File: config.mk
export PLATFORM = sky130hd
export DESIGN_NAME = ring_queue_with_erase_top
export DESIGN_NICKNAME = d
export VERILOG_FILES = /design/src/hdl/rqe_pkg.sv /design/src/hdl/rqe_ctrl.sv /design/src/hdl/rqe_datapath.sv /design/src/hdl/ring_queue_with_erase_top.sv
export VERILOG_INCLUDE_DIRS = /design/src /design/src/hdl
export SDC_FILE = /design/constraint.sdc
export NUM_CORES = 2
export LEC_CHECK = 0
export ABC_AREA = 1
export BUFFER_PORTS_ARGS = -buffer_cell sky130_fd_sc_hd__clkbuf_2
export CAP_MARGIN = 40
export CORE_ASPECT_RATIO = 1.25
export CORE_UTILIZATION = 55
export DETAILED_ROUTE_END_ITERATION = 12
export PLACE_DENSITY = 0.71
export REMOVE_ABC_BUFFERS = 1
export SKIP_LAST_GASP = 1
export SYNTH_ARGS = -nofsm -noshare
export SYNTH_HDL_FRONTEND = slang
export SYNTH_SLANG_ARGS = --single-unit
File: constraint.sdc
create_clock -name clock -period 6.9 [get_ports clock]
set_input_delay 0.345 -clock clock [delete_from_list [all_inputs] [get_ports clock]]
set_output_delay 0.345 -clock clock [all_outputs]
set_load 0.01 [all_outputs]
File: src/hdl/ring_queue_with_erase_top_macros.svh
`ifndef RING_QUEUE_WITH_ERASE_TOP_MACROS_SVH
`define RING_QUEUE_WITH_ERASE_TOP_MACROS_SVH

// Same-cycle check: when cond holds, expect holds on the same edge.
`define RQE_ASSERT_NOW(label, cond, expect_c, msg) \
   label: assert property (@(posedge clock) disable iff (reset) \
      (cond) |-> (expect_c)) else $error(msg);

// Next-cycle check: when cond holds, expect is checked on the next edge.
`define RQE_ASSERT_NEXT(label, cond, expect_c, msg) \
   label: assert property (@(posedge clock) disable iff (reset) \
      (cond) |=> (expect_c)) else $error(msg);

`endif

File: src/hdl/rqe_pkg.sv
package rqe_pkg;

   // Default sizing
   localparam int DEPTH_DEFAULT        = 64;
   localparam int HANDLE_WIDTH_DEFAULT = 32;

   // Fixed field widths
   localparam int CMD_W = 3;
   localparam int OFS_W = 6;
   localparam int CNT_W = 7;
   localparam int STS_W = 3;

   // Capacity register reset value
   localparam logic [CNT_W-1:0] CAP_RESET = 7'd64;

   // Command codes
   localparam logic [CMD_W-1:0] CMD_PUSH  = 3'd0;
   localparam logic [CMD_W-1:0] CMD_POP   = 3'd1;
   localparam logic [CMD_W-1:0] CMD_READ  = 3'd2;
   localparam logic [CMD_W-1:0] CMD_ERASE = 3'd3;
   localparam logic [CMD_W-1:0] CMD_CLEAR = 3'd4;

   // Status codes
   localparam logic [STS_W-1:0] STS_OK    = 3'd0;
   localparam logic [STS_W-1:0] STS_EMPTY = 3'd1;
   localparam logic [STS_W-1:0] STS_FULL  = 3'd2;
   localparam logic [STS_W-1:0] STS_RANGE = 3'd3;
   localparam logic [STS_W-1:0] STS_NULL  = 3'd4;

   // Controller states
   typedef enum logic [1:0] {
      S_IDLE,
      S_EXEC,
      S_ERASE,
      S_DONE
   } state_type;

   // Controller to datapath
   typedef struct packed {
      logic load_req;   // capture request word, issue first read
      logic exec_go;    // execute captured command
      logic shift_go;   // move one entry forward during erase
      logic finish_go;  // close out erase, publish result
   } ctl_cmd_type;

   // Datapath to controller
   typedef struct packed {
      logic erase_ok;   // captured erase is valid
      logic erase_tail; // erase target is the last entry, nothing to move
      logic shift_last; // current shift is the final one
   } dp_status_type;

endpackage

File: src/hdl/rqe_ctrl.sv
`include "ring_queue_with_erase_top_macros.svh"

module rqe_ctrl (
   input  logic                  clock,
   input  logic                  reset,
   input  logic                  req_valid,
   output logic                  req_stall,
   output logic                  rsp_valid,
   input  logic                  rsp_stall,
   input  rqe_pkg::dp_status_type status_i,
   output rqe_pkg::ctl_cmd_type  cmd
);
   import rqe_pkg::*;

   state_type state_ff, state_in;
   logic      rsp_valid_ff, rsp_valid_in;
   logic      out_free;
   logic      rsp_load;

   // Output register can take a word this cycle
   assign out_free = !rsp_valid_ff || !rsp_stall;

   // Next state
   always_comb begin
      state_in = state_ff;
      case (state_ff)
         S_IDLE: begin
            if (req_valid) state_in = S_EXEC;
         end
         S_EXEC: begin
            if (out_free) begin
               if (status_i.erase_ok) begin
                  state_in = status_i.erase_tail ? S_DONE : S_ERASE;
               end else begin
                  state_in = S_IDLE;
               end
            end
         end
         S_ERASE: begin
            if (status_i.shift_last) state_in = S_DONE;
         end
         S_DONE: begin
            if (out_free) state_in = S_IDLE;
         end
         default: state_in = S_IDLE;
      endcase
   end

   // Outputs
   always_comb begin
      cmd       = '0;
      req_stall = 1'b1;
      case (state_ff)
         S_IDLE: begin
            req_stall    = 1'b0;
            cmd.load_req = req_valid;
         end
         S_EXEC: begin
            cmd.exec_go = out_free;
         end
         S_ERASE: begin
            cmd.shift_go = 1'b1;
         end
         S_DONE: begin
            cmd.finish_go = out_free;
         end
         default: begin
            req_stall = 1'b1;
         end
      endcase
   end

   // Result word handoff
   assign rsp_load = (cmd.exec_go && !status_i.erase_ok) || cmd.finish_go;

   always_comb begin
      if (rsp_load) begin
         rsp_valid_in = 1'b1;
      end else if (rsp_stall) begin
         rsp_valid_in = rsp_valid_ff;
      end else begin
         rsp_valid_in = 1'b0;
      end
   end

   always_ff @(posedge clock) begin
      if (reset) begin
         state_ff     <= S_IDLE;
         rsp_valid_ff <= 1'b0;
      end else begin
         state_ff     <= state_in;
         rsp_valid_ff <= rsp_valid_in;
      end
   end

   assign rsp_valid = rsp_valid_ff;

   `RQE_ASSERT_NEXT(a_accept_to_exec, req_valid && !req_stall, state_ff == S_EXEC, "accept did not start execution")
   `RQE_ASSERT_NOW(a_no_overwrite, rsp_valid_ff && rsp_stall, !rsp_load, "stalled result word overwritten")
   `RQE_ASSERT_NOW(a_erase_entry, state_ff == S_ERASE, $past(state_ff) == S_EXEC || $past(state_ff) == S_ERASE, "erase shift entered from wrong state")

endmodule

File: src/hdl/rqe_datapath.sv
`include "ring_queue_with_erase_top_macros.svh"

module rqe_datapath #(
   parameter int DEPTH        = rqe_pkg::DEPTH_DEFAULT,
   parameter int HANDLE_WIDTH = rqe_pkg::HANDLE_WIDTH_DEFAULT
) (
   input  logic                      clock,
   input  logic                      reset,
   input  rqe_pkg::ctl_cmd_type      cmd,
   output rqe_pkg::dp_status_type    status_o,
   input  logic                      csr_write,
   input  logic [rqe_pkg::CNT_W-1:0] csr_capacity_in_use,
   input  logic [rqe_pkg::CMD_W-1:0] req_command,
   input  logic [HANDLE_WIDTH-1:0]   req_handle,
   input  logic [rqe_pkg::OFS_W-1:0] req_offset,
   output logic [HANDLE_WIDTH-1:0]   rsp_data_out,
   output logic [rqe_pkg::CNT_W-1:0] rsp_count_after,
   output logic [rqe_pkg::STS_W-1:0] rsp_status
);
   import rqe_pkg::*;

   localparam int PTR_W = (DEPTH > 1) ? $clog2(DEPTH) : 1;
   // Room for head plus a position up to two past the count
   localparam int SUM_W = ((PTR_W > CNT_W) ? PTR_W : CNT_W) + 2;
   localparam logic [SUM_W-1:0] DEPTH_S = SUM_W'(DEPTH);

   // Zero acts as one, anything above the ring size acts as the ring size
   function automatic logic [SUM_W-1:0] clamp_cap(input logic [CNT_W-1:0] raw);
      logic [SUM_W-1:0] c;
      c = SUM_W'(raw);
      if (c == '0) c = SUM_W'(1);
      if (c > DEPTH_S) c = DEPTH_S;
      return c;
   endfunction

   // Physical slot of a position counted from the head; head + position < 2 * cap
   function automatic logic [PTR_W-1:0] slot_of(input logic [PTR_W-1:0] head,
                                                input logic [SUM_W-1:0] pos,
                                                input logic [SUM_W-1:0] cap);
      logic [SUM_W-1:0] sum;
      sum = SUM_W'(head) + pos;
      if (sum >= cap) sum = sum - cap;
      return sum[PTR_W-1:0];
   endfunction

   // Ring memory
   logic [HANDLE_WIDTH-1:0] ring_mem [DEPTH];

   logic [SUM_W-1:0]        cap_ff, cap_in;
   logic [PTR_W-1:0]        head_ff, head_in;
   logic [CNT_W-1:0]        count_ff, count_in;
   logic [CNT_W-1:0]        cursor_ff, cursor_in;
   logic [CMD_W-1:0]        cmd_ff;
   logic [HANDLE_WIDTH-1:0] handle_ff;
   logic [HANDLE_WIDTH-1:0] rd_data_ff;
   logic [HANDLE_WIDTH-1:0] rsp_data_ff;
   logic [CNT_W-1:0]        rsp_count_ff;
   logic [STS_W-1:0]        rsp_status_ff;

   logic [SUM_W-1:0]        count_s, cursor_s, cursor_p2;
   logic [SUM_W-1:0]        req_pos, rd_pos, wr_pos;
   logic [PTR_W-1:0]        rd_slot, wr_slot, head_next;
   logic                    is_empty, in_range, push_ok;
   logic                    rd_en, wr_en, rsp_load;
   logic [HANDLE_WIDTH-1:0] wr_data;
   logic [HANDLE_WIDTH-1:0] res_data;
   logic [STS_W-1:0]        res_status;

   // Decode of the captured word
   assign count_s   = SUM_W'(count_ff);
   assign cursor_s  = SUM_W'(cursor_ff);
   assign cursor_p2 = cursor_s + SUM_W'(2);
   assign is_empty  = (count_ff == '0);
   assign in_range  = (cursor_s < count_s);
   assign push_ok   = (cmd_ff == CMD_PUSH) && (handle_ff != '0) && (count_s < cap_ff);

   assign status_o.erase_ok   = (cmd_ff == CMD_ERASE) && !is_empty && in_range;
   assign status_o.erase_tail = (cursor_s + SUM_W'(1)) == count_s;
   assign status_o.shift_last = (cursor_p2 == count_s);

   // Read port: front or offset entry at accept, entry behind cursor during erase
   assign req_pos = (req_command == CMD_POP) ? '0 : SUM_W'(req_offset);
   assign rd_pos  = cmd.load_req ? req_pos :
                    (cmd.shift_go ? cursor_p2 : cursor_s + SUM_W'(1));
   assign rd_slot = slot_of(head_ff, rd_pos, cap_ff);
   assign rd_en   = cmd.load_req || (cmd.exec_go && status_o.erase_ok) || cmd.shift_go;

   // Write port: push at the tail, or move an entry forward
   assign wr_pos  = cmd.shift_go ? cursor_s : count_s;
   assign wr_slot = slot_of(head_ff, wr_pos, cap_ff);
   assign wr_en   = cmd.shift_go || (cmd.exec_go && push_ok);
   assign wr_data = cmd.shift_go ? rd_data_ff : handle_ff;

   assign head_next = slot_of(head_ff, SUM_W'(1), cap_ff);

   // Command execution and result word
   always_comb begin
      head_in    = head_ff;
      count_in   = count_ff;
      res_data   = '0;
      res_status = STS_OK;
      if (cmd.exec_go) begin
         case (cmd_ff)
            CMD_PUSH: begin
               if (handle_ff == '0) begin
                  res_status = STS_NULL;
               end else if (!push_ok) begin
                  res_status = STS_FULL;
               end else begin
                  count_in = count_ff + 1'b1;
               end
            end
            CMD_POP: begin
               if (is_empty) begin
                  res_status = STS_EMPTY;
               end else begin
                  res_data = rd_data_ff;
                  count_in = count_ff - 1'b1;
                  head_in  = (count_ff == CNT_W'(1)) ? '0 : head_next;
               end
            end
            CMD_READ: begin
               if (is_empty) begin
                  res_status = STS_EMPTY;
               end else if (!in_range) begin
                  res_status = STS_RANGE;
               end else begin
                  res_data = rd_data_ff;
               end
            end
            CMD_ERASE: begin
               if (is_empty) begin
                  res_status = STS_EMPTY;
               end else if (!in_range) begin
                  res_status = STS_RANGE;
               end
            end
            CMD_CLEAR: begin
               head_in  = '0;
               count_in = '0;
            end
            default: begin
               res_status = STS_OK;
            end
         endcase
      end else if (cmd.finish_go) begin
         // erase completes: one entry fewer
         count_in = count_ff - 1'b1;
         if (count_ff == CNT_W'(1)) head_in = '0;
      end
   end

   assign rsp_load = (cmd.exec_go && !status_o.erase_ok) || cmd.finish_go;

   // Cursor follows the erase position
   always_comb begin
      if (cmd.load_req) begin
         cursor_in = CNT_W'(req_offset);
      end else if (cmd.shift_go) begin
         cursor_in = cursor_ff + 1'b1;
      end else begin
         cursor_in = cursor_ff;
      end
   end

   assign cap_in = csr_write ? clamp_cap(csr_capacity_in_use) : cap_ff;

   // Control state
   always_ff @(posedge clock) begin
      if (reset) begin
         cap_ff   <= clamp_cap(CAP_RESET);
         head_ff  <= '0;
         count_ff <= '0;
      end else begin
         cap_ff   <= cap_in;
         head_ff  <= head_in;
         count_ff <= count_in;
      end
   end

   // Captured request and result payload
   always_ff @(posedge clock) begin
      cursor_ff <= cursor_in;
      if (cmd.load_req) begin
         cmd_ff    <= req_command;
         handle_ff <= req_handle;
      end
      if (rsp_load) begin
         rsp_data_ff   <= res_data;
         rsp_count_ff  <= count_in;
         rsp_status_ff <= res_status;
      end
   end

   // Ring memory ports
   always_ff @(posedge clock) begin
      if (wr_en) ring_mem[wr_slot] <= wr_data;
      if (rd_en) rd_data_ff <= ring_mem[rd_slot];
   end

   assign rsp_data_out    = rsp_data_ff;
   assign rsp_count_after = rsp_count_ff;
   assign rsp_status      = rsp_status_ff;

   `RQE_ASSERT_NOW(a_head_home, count_ff == '0, head_ff == '0, "head not at slot zero on empty queue")
   `RQE_ASSERT_NOW(a_shift_span, cmd.shift_go, cursor_p2 <= count_s, "erase shift beyond queued entries")
   `RQE_ASSERT_NEXT(a_push_grows, cmd.exec_go && push_ok, count_ff == $past(count_ff) + 1'b1, "accepted push did not grow count")

endmodule

File: src/hdl/ring_queue_with_erase_top.sv
// Bounded ring queue of buffer handles with push, pop front, read at offset,
// erase at offset and clear; every request word gives exactly one response
// word carrying the popped or read handle, the entry count afterwards and a
// status code. For every command the memory read is issued at accept and the
// command executes once the output register is free. An erase then moves the
// entries behind the erased one forward one per cycle through the single read
// and write port of the ring memory, and its result is published once the
// output register is free. A new request is taken only after the previous
// one is complete; a finished response may wait in its output register while
// the next request is accepted. The user must write the capacity register
// only while the queue is idle; the block itself does not enforce this.
// 0 acts as 1 and values above DEPTH act as DEPTH.
`include "ring_queue_with_erase_top_macros.svh"

module ring_queue_with_erase_top #(
   parameter int DEPTH        = rqe_pkg::DEPTH_DEFAULT,
   parameter int HANDLE_WIDTH = rqe_pkg::HANDLE_WIDTH_DEFAULT
) (
   input  logic                      clock,
   input  logic                      reset,
   input  logic                      csr_write,
   input  logic [rqe_pkg::CNT_W-1:0] csr_capacity_in_use,
   input  logic                      req_valid,
   output logic                      req_stall,
   input  logic [rqe_pkg::CMD_W-1:0] req_command,
   input  logic [HANDLE_WIDTH-1:0]   req_handle,
   input  logic [rqe_pkg::OFS_W-1:0] req_offset,
   output logic                      rsp_valid,
   input  logic                      rsp_stall,
   output logic [HANDLE_WIDTH-1:0]   rsp_data_out,
   output logic [rqe_pkg::CNT_W-1:0] rsp_count_after,
   output logic [rqe_pkg::STS_W-1:0] rsp_status
);
   import rqe_pkg::*;

   ctl_cmd_type   ctl_cmd;
   dp_status_type dp_status;

   // Sequencer
   rqe_ctrl u_ctrl (
      .clock     (clock),
      .reset     (reset),
      .req_valid (req_valid),
      .req_stall (req_stall),
      .rsp_valid (rsp_valid),
      .rsp_stall (rsp_stall),
      .status_i  (dp_status),
      .cmd       (ctl_cmd)
   );

   // Ring memory, pointers and result register
   rqe_datapath #(
      .DEPTH        (DEPTH),
      .HANDLE_WIDTH (HANDLE_WIDTH)
   ) u_datapath (
      .clock               (clock),
      .reset               (reset),
      .cmd                 (ctl_cmd),
      .status_o            (dp_status),
      .csr_write           (csr_write),
      .csr_capacity_in_use (csr_capacity_in_use),
      .req_command         (req_command),
      .req_handle          (req_handle),
      .req_offset          (req_offset),
      .rsp_data_out        (rsp_data_out),
      .rsp_count_after     (rsp_count_after),
      .rsp_status          (rsp_status)
   );

   `RQE_ASSERT_NEXT(a_stall_after_accept, req_valid && !req_stall, req_stall, "request taken while busy")
   `RQE_ASSERT_NOW(a_rsp_hold_data, rsp_valid && $past(rsp_valid && rsp_stall), $stable(rsp_data_out), "stalled response data changed")
   `RQE_ASSERT_NOW(a_rsp_hold_status, rsp_valid && $past(rsp_valid && rsp_stall), $stable(rsp_status) && $stable(rsp_count_after), "stalled response status changed")

endmodule

* After elaboration in Yosys (flattened, before gate mapping) *
Memories as Yosys holds them, arrays and structs flattened. A register that Yosys moved wholly into a read port is not among the register bits.
Cells that the tools add are included.

operators by class
  equality and inequality tests = 18
  order comparisons = 6
  add/sub/neg operators = 11
  reductions and logical operators = 28
  multiplexer cells = 50

operators with widths
  operator             number
  $mux 32              4
  $mux 6               11
  $pmux 32 s2          1
  $mux 7               8
  $logic_not 32->1     1
  $reduce_bool 32->1   1
  $pmux 7 s3           1
  $eq 9x7->1           2
  $mux 9               2
  $sub 6x6->6          3
  $add 7x1->7 const B  2
  $logic_not 7->1      2
  $lt 7x7->1           2
  $mux 2               7
  $pmux 6 s2           1
  $mux 1               11
  $add 6x9->9          1
  $ge 9x7->1           1
  $pmux 3 s3           1
  $add 6x7->8          1
  $add 7x1->8 const B  1
  $add 7x2->8 const B  1
  $ge 8x7->1           1
  $pmux 2 s4           1
  other kinds (22)     46

word-level totals
  register bits = 107
  memories kept = 1
  RAM bits = 2048
  output and inout port bits = 44

memory list
  name                 words  width  read ports  clocked after Yosys merged registers in  wr ports  line                source
  u_datapath.ring_mem  64     32     1           1                                        1         rqe_datapath.sv:47  logic [HANDLE_WIDTH-1:0] ring_mem [DEPTH];

* Depth between registers and ports, before layout *
  word-level depth = 8
  mapped depth = 33

* Cells and area by module *
From an unflattened synthesis, not the netlist that was laid out.

unflattened totals
  cells, all modules = 9565
  area, all modules = 97642.4 sq um

modules (own cells, without submodules)
  module        area each (sq um)  times used  cells each
  rqe_datapath  97481.0            1           9537
  rqe_ctrl      161.4              1           28

* Least setup slack after synthesis *
No wires, ideal clock.

  path kind = register to register
  start = register u_ctrl.state_ff[0]
  end = memory u_datapath.ring_mem[62][0] (netlist bit), enable pin
  stages on the path, launching flop included = 24
  path buffers = 1
  library setup time = 0.461 ns
  path slack = 0.674 ns
  arrival time = 5.765 ns
  required time = 6.439 ns
  path through = dfxtp_1 -> inv_1 -> nand2_2 -> clkbuf_1 -> nor2_1 -> a21oi_1 -> inv_1 -> ha_1 -> nand3_1 -> nand2_1 -> xnor2_1 -> inv_1 -> ha_1 -> a21oi_1 -> nand2_1 -> a211oi_1 -> nor2_1 -> o21ai_0 -> nand3_1 -> o21ai_0 -> inv_1 -> nor2_1 -> nand2_1 -> nor3_1

on the way
  word-level cells in the longest chain between the ends = 6

ends and longest elaborated chain
  element                                                 line                                     source
  start: declaration                                      rqe_ctrl.sv:15                           state_type state_ff, state_in;
  start signal: assignment                                rqe_ctrl.sv:91                           state_ff <= state_in;
  $eq 2x2->1 / $eq 2x1->1 (equally long branches)         rqe_ctrl.sv:53                           case (state_ff)
  $mux 1                                                  rqe_ctrl.sv:53
  $mux 7 / $logic_and 1x1->1 (equally long branches)      rqe_datapath.sv:89, rqe_datapath.sv:91
  $add 6x7->8 / $logic_or 1x1->1 (equally long branches)  rqe_datapath.sv:41, rqe_datapath.sv:91
  $ge 8x7->1 (tied with other cells)                      rqe_datapath.sv:42                       if (sum >= cap) sum = sum - cap;
  $mux 6 / $mux 1 (equally long branches)                 rqe_datapath.sv:42, rqe_datapath.sv:197
  end: declaration                                        rqe_datapath.sv:47

Several ways; a longest one is shown, not always the timed one.

==> results.md <==
* Arrival @ worst endpoint at 7.12 ns
* 1st-iter DRT viols at 8295
* Final wirelength at 275000 µm
* Crit end category: flip-flop
* First-pass GRT wire length at 409000 µm
* RSZ-0062 raised after global routing: false
* DR pass1 iterations at 8
* IO Count at 97
* PD cells at 483 mW/mm²
* CTS tree: built
* Worst endpoint required time at 7.49 ns
* Fin crit period at 6.53 ns
* Placed Area at 0.103 mm²
* Area growth syn-to-layout at 12.3%
* Syn_area_per_cell at 10.2 µm²
* Nets at 9825
* Clk root buf: clkbuf_16
* Total Neg Setup Slack at 0 ns
* Total power at 0.0530 W
* Peak fanout along the critical path at 52
* Final Hold Fails at 0
* Register area share after synthesis at 0.670
* Netlist cell types at 47
* Max Fclk at 0.153 GHz
* Layout cell share with drive strength beyond 1 at 0.0762
* Layout filler cell count at 13600
* Synth area leader: edfxtp_1
* Worst Setup Path Type: reg2reg
* Die X at 379 µm
* Synth Warn # at 0
* Slew at the pin closest to its max-slew limit at 0.952 ns
* Via count at 69200
* Fin util at 0.623
* Area of the core at 0.176 mm²
* IO Port Bufs at 96
* Drt via density at 5.66
* Hold Path Class: in2reg
* CP max stage delay at 0.46 ns
* Number of flops mapped to enable cells by yosys at 2163
* Peak VDD IR at 797 µV
* Setup violators final at 0
* Routed len/inst at 22.4 µm
* Initial antenna violation count at 9
* Slew margin rel. at 0.365
* Synth area leaders: edfxtp_1 66%, nand3_1 11%, nand2_1 8.3%
* Vias in the first global route at 67100
* Synth async-reset ratio at 0
* Clock Skews at 0.0548 ns
* Clock insertion delay at the later pin of the skew report at 0.88 ns
* Dpl hpwl at 156000 µm
* Most common cell in the netlist: nand3_1
* # DRC at 0
* Initial Util at 0.555
* Die Height at 473 µm
* Total of max-cap violations at 0
* Post-Syn Instances at 9578
* Die area at 0.179 mm²
* CTS Sinks at 2187
* Main synth FF type: edfxtp_1
* # rows at 172
* Clock tree buffer depth at 3
* Critical Path Slowest Stage Cell: dfxtp_1
* H-tree levels at 4
* Yosys reg bits at 2187
* Placed cell count at 11800
* Post-Syn Area at 0.0977 mm²
* Critical path startpoint category: flip-flop
* Max Slew Vio Count at 0
* Outcome: completed
* All-layer global routing usage at 0.305
* Post-route cell area at 0.110 mm²
* Clock-pin slew on the worst setup and hold paths at 0.06 ns
* Largest net degree at the start of global routing at 109
* Post-synth top cells: 2190 x nand3_1, 2164 x nand2_1, 2163 x edfxtp_1
* Tcrit/Tclk final at 0.946
* CTS Buf Count at 202
* Finished Layout Cells at 12200
* Top cell type's share of synthesized area at 0.665
* Gr ovfl total at 0
* Postcts setup bufs at 0
* RD Place Congestion at 0.933
* Pleak at 46.4 nW
* Final ANT Viol Nets at 0
[power by group]
| part | internal [W] | total (W) | switching, W | leakage [nW] |
|---|---|---|---|---|
| clock | 0.00587 | 0.0108 | 0.00495 | 3.04 |
| combinational | 0.00713 | 0.0255 | 0.0184 | 23.7 |
| sequential | 0.0163 | 0.0166 | 0.000292 | 19.7 |
| total | 0.0293 | 0.0530 | 0.0237 | 46.4 |
[sequential cells by signal, summed over array words and instances (netlist names), named ones only]
name and flops:
u_datapath.cap_ff 7, u_datapath.count_ff 7, u_datapath.rsp_status 3, u_datapath.cmd_ff 3, u_datapath.head_ff 6, u_datapath.cursor_ff 7, u_datapath.rsp_data_out 32, u_datapath.ring_mem 2048
u_ctrl.state_ff 1, u_datapath.rsp_count_after 7, u_ctrl.rsp_valid 1, u_datapath.handle_ff 32, u_datapath.rd_data_ff 32
[metrics by stage]
stage / hold WS [ns] / worst slack (ns)
2_1_floorplan: 0.414 / -8.85
3_3_place_gp: 0.454 / 0.301
3_5_place_dp: 0.467 / 0.327
4_1_cts: 0.139 / 0.317
5_1_grt: 0.166 / 0.0162
6_report: 0.186 / 0.375
[cell type report]
class,instances,area (µm²),area share
Timing Repair Buffer,420,4140,0.0377
Inverter,2073,7790,0.0710
Sequential cell,2187,65400,0.596
Clock inverter,114,920,0.00838
Clock buffer,262,5380,0.0490
Multi-Input combinational cell,4831,23100,0.211
Tap cell,2349,2940,0.0268
Antenna cell,4,10.0,0.0000912
[cells by family (layout without fill, tap and decap cells)]
kind of cell	Yosys count	in the layout	share of synthesized area
flip-flops	2187	2187	0.670
other	0	4	0
buffers and inverters	2560	2869	0.104
AND/OR/NAND/NOR	4564	4564	0.205
XOR/XNOR	41	41	0.00368
AO/OA/AOI/OAI	169	169	0.00976
adder cells (fa/ha/maj)	57	57	0.00768
[worst max-delay path: cells and delay by family, from the launching register on]
family	cells	cell delay, ns
flops	1	0.46
compound gates	2	0.37
fa+ha+maj	3	1.04
xor+xnor	1	0.18
simple gates	20	2.83
buf+inv	7	1.26
[path summary, 6_finish.rpt]
path,slack [ns],from,end,cells past startpoint
setup / recovery,0.37,flip-flop,u_datapath.rd_data_ff[26],33
hold / removal,0.19,req_handle[0],u_datapath.handle_ff[0],2
setup reg to reg,0.37,flip-flop,u_datapath.rd_data_ff[26],33
hold reg to reg,0.55,u_datapath.cap_ff[6],u_datapath.cap_ff[6],2
[layer usage]
metal,global-route usage,part of all wire
met3,0.0536,0.10
met4,0.138,0.045
met5,0,0.00017
met2,0.509,0.49
met1,0.390,0.37
[placed cells by master, fill, tap and decap left out, drive strengths merged, types with 3 or more instances in the layout]
master and n:
a211oi 3, xor2 28, dlygate4sd3 63, o211ai 11, o221ai 5, ha 52
o22ai 4, edfxtp 2163, diode 4, nand3 2192, clkbuf 358, inv 2075
nor4 6, nand2 2170, nand4 15, a31oi 3, and2 3, clkinv 94
fa 5, nor2 126, o21ai 82, bufinv 10, clkinvlp 8, or2 6
buf 261, xnor2 13, dfxtp 24, a21oi 51, nor3 42
[repair_timing]
| action | CTS | global route |
|---|---|---|
| hold endpoints to repair | 62 | 0 |
| setup endpoints to repair | 0 | 8 |
| hold buffers | 63 | 0 |
| gates resized for setup | 0 | 3 |
(Power assumes the default switching activity.)
